`config.mk`:
```
export PLATFORM = sky130hd
export DESIGN_NAME = eretab_ram
export DESIGN_NICKNAME = d
export VERILOG_FILES = /design/src/design/eretab_ram.sv
export SDC_FILE = /design/constraint.sdc
export NUM_CORES = 1
export LEC_CHECK = 0
export ABC_CLOCK_PERIOD_IN_PS = 2000
export BUFFER_PORTS_ARGS = -buffer_cell sky130_fd_sc_hd__buf_4
export CELL_PAD_IN_SITES_DETAIL_PLACEMENT = 2
export CELL_PAD_IN_SITES_GLOBAL_PLACEMENT = 2
export CORE_MARGIN = 3
export CORE_UTILIZATION = 43
export CTS_CLUSTER_DIAMETER = 100
export CTS_CLUSTER_SIZE = 14
export DETAILED_ROUTE_END_ITERATION = 8
export GPL_TIMING_DRIVEN = 1
export HOLD_SLACK_MARGIN = 0.1
export PLACE_DENSITY_LB_ADDON = 0.1
export SLEW_MARGIN = 10
export SYNTH_ARGS = -nofsm -noshare
export SYNTH_HDL_FRONTEND = slang
export SYNTH_SLANG_ARGS = --single-unit
```
`constraint.sdc`:
```
create_clock -name i_clk -period 2 [get_ports i_clk]
set_input_delay 0.6 -clock i_clk [delete_from_list [all_inputs] [get_ports i_clk]]
set_output_delay 0.6 -clock i_clk [all_outputs]
set_load 0.02 [all_outputs]
```
`src/design/eretab_ram.sv`:
```
// Generic single-write, single-read synchronous RAM, registered read.
// No dependencies.
module eretab_ram #(
    parameter int W = 8,
    parameter int D = 16
) (
    input  logic                               i_clk,
    input  logic                               i_we,
    input  logic [(D > 1 ? $clog2(D) : 1)-1:0] i_waddr,
    input  logic [W-1:0]                       i_wdata,
    input  logic [(D > 1 ? $clog2(D) : 1)-1:0] i_raddr,
    output logic [W-1:0]                       o_rdata
);
    logic [W-1:0] r_mem [D];

    always_ff @(posedge i_clk) begin
        if (i_we) begin
            r_mem[i_waddr] <= i_wdata;
        end
        o_rdata <= r_mem[i_raddr];
    end
endmodule

```
==> out/qor.yml, run 1 <==
dp_hpwl_mm: 8.432
peakVddDrop_mv: 0.6986
p_per_area_nw_per_um2: 1040
fin_util: 0.5394
leakagePower_uw: 0.002152
cp.arrival_ns: 1.94
drtAntennaViolNets: 0
setup_violations: 0
diodes: 0
routed_wl_mm: 12.37
reg2reg_setup_slack_ns: 0.57
drt_iter0_markers: 225
synth_fa_ha_area_frac: 0
netlist_instances: 229
htreeDepth: 4
relSlewSlack: 0.5097
grt_pass1_vias: 2816
grt_max_degree: 24
switching_share: 0.1977
worst_hold_slack_ns: 0.5033
synth_top_family_by_area: "multiplexers"
nNetsFinal: 311
critPathCaptureType: "flip-flop"
cts_hold_buf: 0
synth_xor_area_frac: 0
fin_worst_skew_ns: 0.006981
die_h_um: 115.4
finalHoldViolCount: 0
rsz0062_at_grt: "no"
grtUsageTotal: 0.2054
hold_class: "in2reg"
antenna_found_initial: 0
clk_pin_slew_worst_paths_ns: 0.05
comb_power_share: 0.055
crit_path_start_kind: "input port"
synth_fp_nets: 247
dp.cells: 417
worstMarginPinSlew_ns: 0.7339
drc: 0
wl_per_cell_um: 27.60
portBuffers: 25
p_sw_uw: 1282
muxShareOfSynthArea: 0.1502
io_pins: 26
grt_pass1_wl_mm: 18.65
avgSynthCellArea_um2: 22.48
cap_violations: 0
yosysWarnings: 0
drv_slew: 0
clock_sinks: 136
gp_routability_congestion: 0.7435
p_int_uw: 5203
cp.required_ns: 2.29
syn_area_um2: 5147
vias: 2566
fin_crit_sh: 0.8274
clock_power_share: 0.449
fmax_mhz: 604.3
coreArea_um2: 11560
worstPathMaxFanout: 6
clockBufferDepth: 2
cts-root-buf: "clkbuf_16"
die_w_um: 115.4
cts_resized: 0
start_util: 0.4451
path_class: "in2reg"
synth_simple_gate_area_frac: 0.03184
ys_seq_area_frac: 0.7778
syn2layout_area_growth_pct: 21.20
seqPwrFrac: 0.496
period_minus_slack_ns: 1.655
num_rows: 39
synth-seq-cells: 136
outcome: "complete, no violations"
cts-buffers-inserted: 17
finalNonFillerCells: 448
synth.distinct_cells: 19
vias_per_cell: 5.728
drive_gt1_frac: 0.3180
overflow: 0
postCtsSetupRepairBufs: 0
clk_latency_ns: 0.42
synth-compound-area-share: 0.02333
drtPass1Iterations: 4
cts_tree: "built"
dieArea_um2: 13320
## power by group through the flow
| stage | clock network (µW) | registers [µW] | logic, µW |
|---|---|---|---|
| after detailed placement | 0 | 3270 | 366 |
| after CTS | 2970 | 3210 | 368 |
| final | 2910 | 3210 | 359 |
| after floorplan | 0 | 3280 | 162 |
| after global placement | 0 | 3260 | 352 |
| after global routing | 3110 | 3220 | 392 |
## sequential cells by signal, indices dropped and copies added, names as in the netlist
| register | cells |
|---|---|
| r_mem | 128 |
| o_rdata | 8 |
## cell usage after synthesis (all sizes together)
cell	count	share of area
edfxtp	128	0.75
mux4	32	0.15
a22oi	16	0.023
nor2	13	0.0095
nand2	9	0.0066
dfxtp	8	0.031
buf	7	0.011
nor3	4	0.0039
clkdlybuf4s25	3	0.0058
nand2b	2	0.0024
nand3b	2	0.0029
and2	1	0.0012
and2b	1	0.0015
nand3	1	0.00097
nor2b	1	0.0012
or3b	1	0.0017
## cell families after synthesis
| logic type | after synthesis |
|---|---|
| DFF | 136 |
| muxes | 32 |
| and+or+nand+nor | 35 |
| buffers and inverters | 10 |
| AOI/OAI and AO/OA | 16 |
## per-layer routing
metal	GRT usage	share of wire	vias to the layer above
met2	0.3306	0.51	82
met1	0.2712	0.43	1370
li1	-	-	1096
met4	0.07512	0.016	0
met3	0.05535	0.048	18
met5	0	0	-
## through the flow
step,setup WS (ns),instance area (µm²),power [µW],setup TNS (ns)
2_1_floorplan,0.1339,5152,3445,0
3_3_place_gp,-0.05792,5695,3616,-0.08439
6_report,0.3451,6238,6485,0
5_1_grt,0.2913,6238,6716,0
4_1_cts,0.3795,6238,6553,0
3_5_place_dp,-0.05729,5695,3638,-0.1319
## area by class of cell
| class | instances | area (µm²) |
|---|---|---|
| fillers | 959 | 5326 |
| flip-flops and latches | 136 | 4004 |
| multi-input cells | 83 | 1062 |
| clock buffers | 27 | 473.0 |
| repair buffers | 55 | 450.4 |
| well taps | 143 | 178.9 |
| clock inverters | 4 | 70.07 |
## critical path: stages
cell and delay [ns]:
buf_4 0.14, buf_4 0.20, mux4_1 0.56, a22oi_1 0.34, nand2_1 0.09
## placed cells by master, fill, tap and decap left out, types with 2 or more instances in the layout
cell,n
nand2_1,9
bufinv_16,2
mux4_2,18
clkbuf_16,17
dfxtp_1,8
buf_4,52
clkinv_2,2
a22oi_1,16
mux4_1,14
clkbuf_1,9
buf_12,3
nand2b_1,2
edfxtp_1,128
nand3b_1,2
nor3_1,3
nor2_1,13
## path summary, 6_finish.rpt
check                from  cells after the start           to
min reg2reg  r_mem[12][2]                      3   o_rdata[2]
min            i_wdata[6]                      1  r_mem[7][6]
max            i_raddr[0]                      5   o_rdata[4]
max reg2reg   r_mem[9][4]                      3   o_rdata[4]
Note: power is estimated with default switching activity, not from simulation.
==> run 2: changes to the inputs <==
- ABC_AREA: default -> 1
- ABC_CLOCK_PERIOD_IN_PS: 2000 -> 1400
- CORE_UTILIZATION: 43 -> 36
- clock period: 2 -> 1.4 ns (I/O delays scaled with it)
==> run 2 against run 1 <==
Clock power increased by 57%. Synthesized area rose by 12%. Synthesized cell count is 140% higher. Count of clock-buffer cells in the layout decreased by 7. Register-to-register slack lost 0.25 ns. Via count grew 56%. Wire length increased by 38%. Worst setup slack got worse by 0.31 ns. Clock skew fell by 0.0014 ns. Global-route usage is 0.056 points lower.
==> out/qor.yml, run 2 <==
synth.most_common_cell: "nand2_1"  # was edfxtp_1
dp_hpwl_mm: 10.71  # was 8.432 mm
drv_slew: 0  # unchanged
clock_sinks: 136  # unchanged
routed_wl_mm: 17.08  # was 12.37 mm
outcome: "complete, no violations"  # unchanged
setup_ws_ns: 0.03690  # was 0.3451 ns
max_stage_delay_ns: 0.37  # was 0.56 ns
clk_pin_slew_worst_paths_ns: 0.06  # was 0.05 ns
fmax_mhz: 733.6
drc: 0  # unchanged
gp_routability_congestion: 0.7636  # was 0.7435
vias: 3993  # was 2,566
leakagePower_uw: 0.003013  # was 0.002152 µW
holdPathStages: 1  # unchanged
worstPathMaxFanout: 1  # was 6
synth_top_flop_cell: "edfxtp_1"  # unchanged
most-common-layout-cells: "nand2_1 (173), edfxtp_1 (128), inv_1 (100), nand3_1 (97), buf_4 (47)"  # was edfxtp_1 (128), buf_4 (52), mux4_2 (18), clkbuf_16 (17), a22oi_1 (16)
ys_top_cells_by_count: "nand2_1 (173), edfxtp_1 (128), inv_1 (100)"  # was edfxtp_1 (128), mux4_2 (18), a22oi_1 (16)
path_depth: 1  # was 5
yosysTopAreaCell: "edfxtp_1"  # unchanged
p_per_area_nw_per_um2: 1417  # was 1040 nW/µm²
peakVddDrop_mv: 0.6286  # was 0.6986 mV
netlist_instances: 551  # was 229
mostFrequentLayoutCell: "nand2_1"  # was edfxtp_1
critical-path-top-delay-family: "flip-flops"  # was multiplexers
crit_path_start_kind: "flip-flop"  # was input port
cts-root-buf: "clkbuf_16"  # unchanged
final.setup.tns_ns: 0  # unchanged
period_minus_slack_ns: 1.363
syn2layout_area_growth_pct: 20.59  # was 21.20%
synth.distinct_cells: 12  # was 19
rsz0062_at_grt: "no"  # unchanged
die_w_um: 132.6  # was 115.4 µm
grtUsageTotal: 0.2049  # was 0.2054
synth.top_cell.area_share: 0.6665  # was 0.7467
worstMarginPinSlew_ns: 0.3428  # was 0.7339 ns
grt_max_degree: 44  # was 24
grt_pass1_wl_mm: 26.26  # was 18.65 mm
synth-seq-cells: 136  # unchanged
start_util: 0.3738  # was 0.4451
syn_area_um2: 5767  # was 5147 µm²
finalPower_uw: 9851  # was 6485 µW
crit_chain: "buf_4"  # was buf_4 -> buf_4 -> mux4_1 -> a22oi_1 -> nand2_1
portBuffers: 25  # unchanged
diodes: 0  # unchanged
yosysWarnings: 0  # unchanged
synth_fp_nets: 569  # was 247
synth_edf_count: 128  # unchanged
regMostFlops: "r_mem"  # unchanged
dp.cells: 792  # was 417
drtAntennaViolNets: 0  # unchanged
fin_worst_skew_ns: 0.005620  # was 0.006981 ns
preCtsSetupSlack_ns: -0.1474  # was -0.05729 ns
vias_per_cell: 4.846  # was 5.728
postCtsSetupRepairBufs: 0  # unchanged
cap_violations: 0  # unchanged
io_pins: 26  # unchanged
finalNonFillerCells: 824  # was 448
clockBufferDepth: 2  # unchanged
worst-path-buf-inv: 1  # was 2
cts_tree: "built"  # unchanged
drt_iter0_markers: 220  # was 225
synthArstFlopShare: 0  # unchanged
overflow: 0  # unchanged
cp.required_ns: 0.98  # was 2.29 ns
placed_cell_area_um2: 6357  # was 5695 µm²
critPathCaptureType: "output port"  # was flip-flop
wl_per_cell_um: 20.73  # was 27.60 µm
ys_top_cells_by_area: "edfxtp_1 (67%), nand2_1 (11%), nand3_1 (8.4%)"  # was edfxtp_1 (75%), mux4_2 (7.9%), mux4_1 (7.1%)
cts-buffers-inserted: 17  # unchanged
coreArea_um2: 15430  # was 11,560 µm²
clk_latency_ns: 0.42  # about the same
cp.arrival_ns: 0.94  # was 1.94 ns
grt_pass1_vias: 4486  # was 2,816
nNetsFinal: 618  # was 311
r2r_cells: 6  # was 3
largest_reg_flops: 128  # unchanged
relSlewSlack: 0.7712  # was 0.5097
ys_seq_area_frac: 0.6943  # was 0.7778
num_rows: 45  # was 39
fin_crit_sh: 0.9736
dieArea_um2: 17570  # was 13,320 µm²
finalHoldViolCount: 0  # unchanged
hold_class: "in2reg"  # unchanged
drtPass1Iterations: 4  # unchanged
final_area_um2: 6954  # was 6238 µm²
slowest_stage: "dfxtp_1"  # was mux4_1
die_h_um: 132.6  # was 115.4 µm
drive_gt1_frac: 0.1387  # was 0.3180
htreeDepth: 4  # unchanged
antenna_found_initial: 0  # unchanged
avgSynthCellArea_um2: 10.47  # was 22.48 µm²
setup_violations: 0  # unchanged
path_class: "reg2out"  # was in2reg
largest_registers: "r_mem: 128 flops, o_rdata: 8 flops"  # unchanged
## run 2: cell count changes after synthesis, sizes merged, moves of 2 or more
cell / delta
mux4: -32
nor3: -4
nand2b: -2
inv: +102
clkdlybuf4s25: -3
a22oi: -16
nand2: +164
buf: +17
nand3: +96
nor2: +4
## run 2: what timing repair did
item | CTS | global route
setup endpoints to repair | 3 | 0
hold buffers | 0 | 0
gates resized for setup | 3 | 0
## run 2: layer usage
metal  vias to the layer above  GRT usage  share of wire
li1                       1870          -              -
met1                      2037     0.2529           0.43
met2                        67     0.3593           0.52
met3                        19    0.04068          0.035
met4                         0    0.07044          0.013
met5                         -          0              0
## run 2: final cells by class
| cell class | count | area, µm² |
|---|---|---|
| Multi-Input combinational cell | 289 | 1214 |
| Sequential cell | 136 | 4008 |
| Fill cell | 1615 | 8473 |
| Tap cell | 211 | 264.0 |
| Timing Repair Buffer | 54 | 493.0 |
| Clock inverter | 12 | 156.4 |
| Inverter | 102 | 382.9 |
| Clock buffer | 20 | 436.7 |
## run 2: final timing paths
| check | slack (ns) | endpoint | startpoint |
|---|---|---|---|
| max | 0.04 | o_rdata[2] | o_rdata[2] |
| min | 0.36 | r_mem[7][3] | i_wdata[3] |
| max reg2reg | 0.32 | o_rdata[1] | r_mem[0][1] |
| min reg2reg | 0.71 | o_rdata[7] | r_mem[6][7] |
## run 2: report_power, final
group          internal (µW)  switching (µW)
Sequential              4560            39.9
Combinational            226             472
Clock                   2940            1620
Total                   7720            2130
## run 2: logic make-up after synthesis
logic type,Yosys count,share of synthesized area
simple gates,289,0.2105
flops,136,0.6943
buf+inv,126,0.09525
## run 2: through the flow
stage          hold slack [ns]  utilization
3_5_place_dp            0.6862       0.4121
3_3_place_gp            0.6636       0.4121
4_1_cts                 0.3415       0.4508
6_report                0.3589       0.4508
2_1_floorplan           0.5189            -
5_1_grt                 0.3585       0.4508
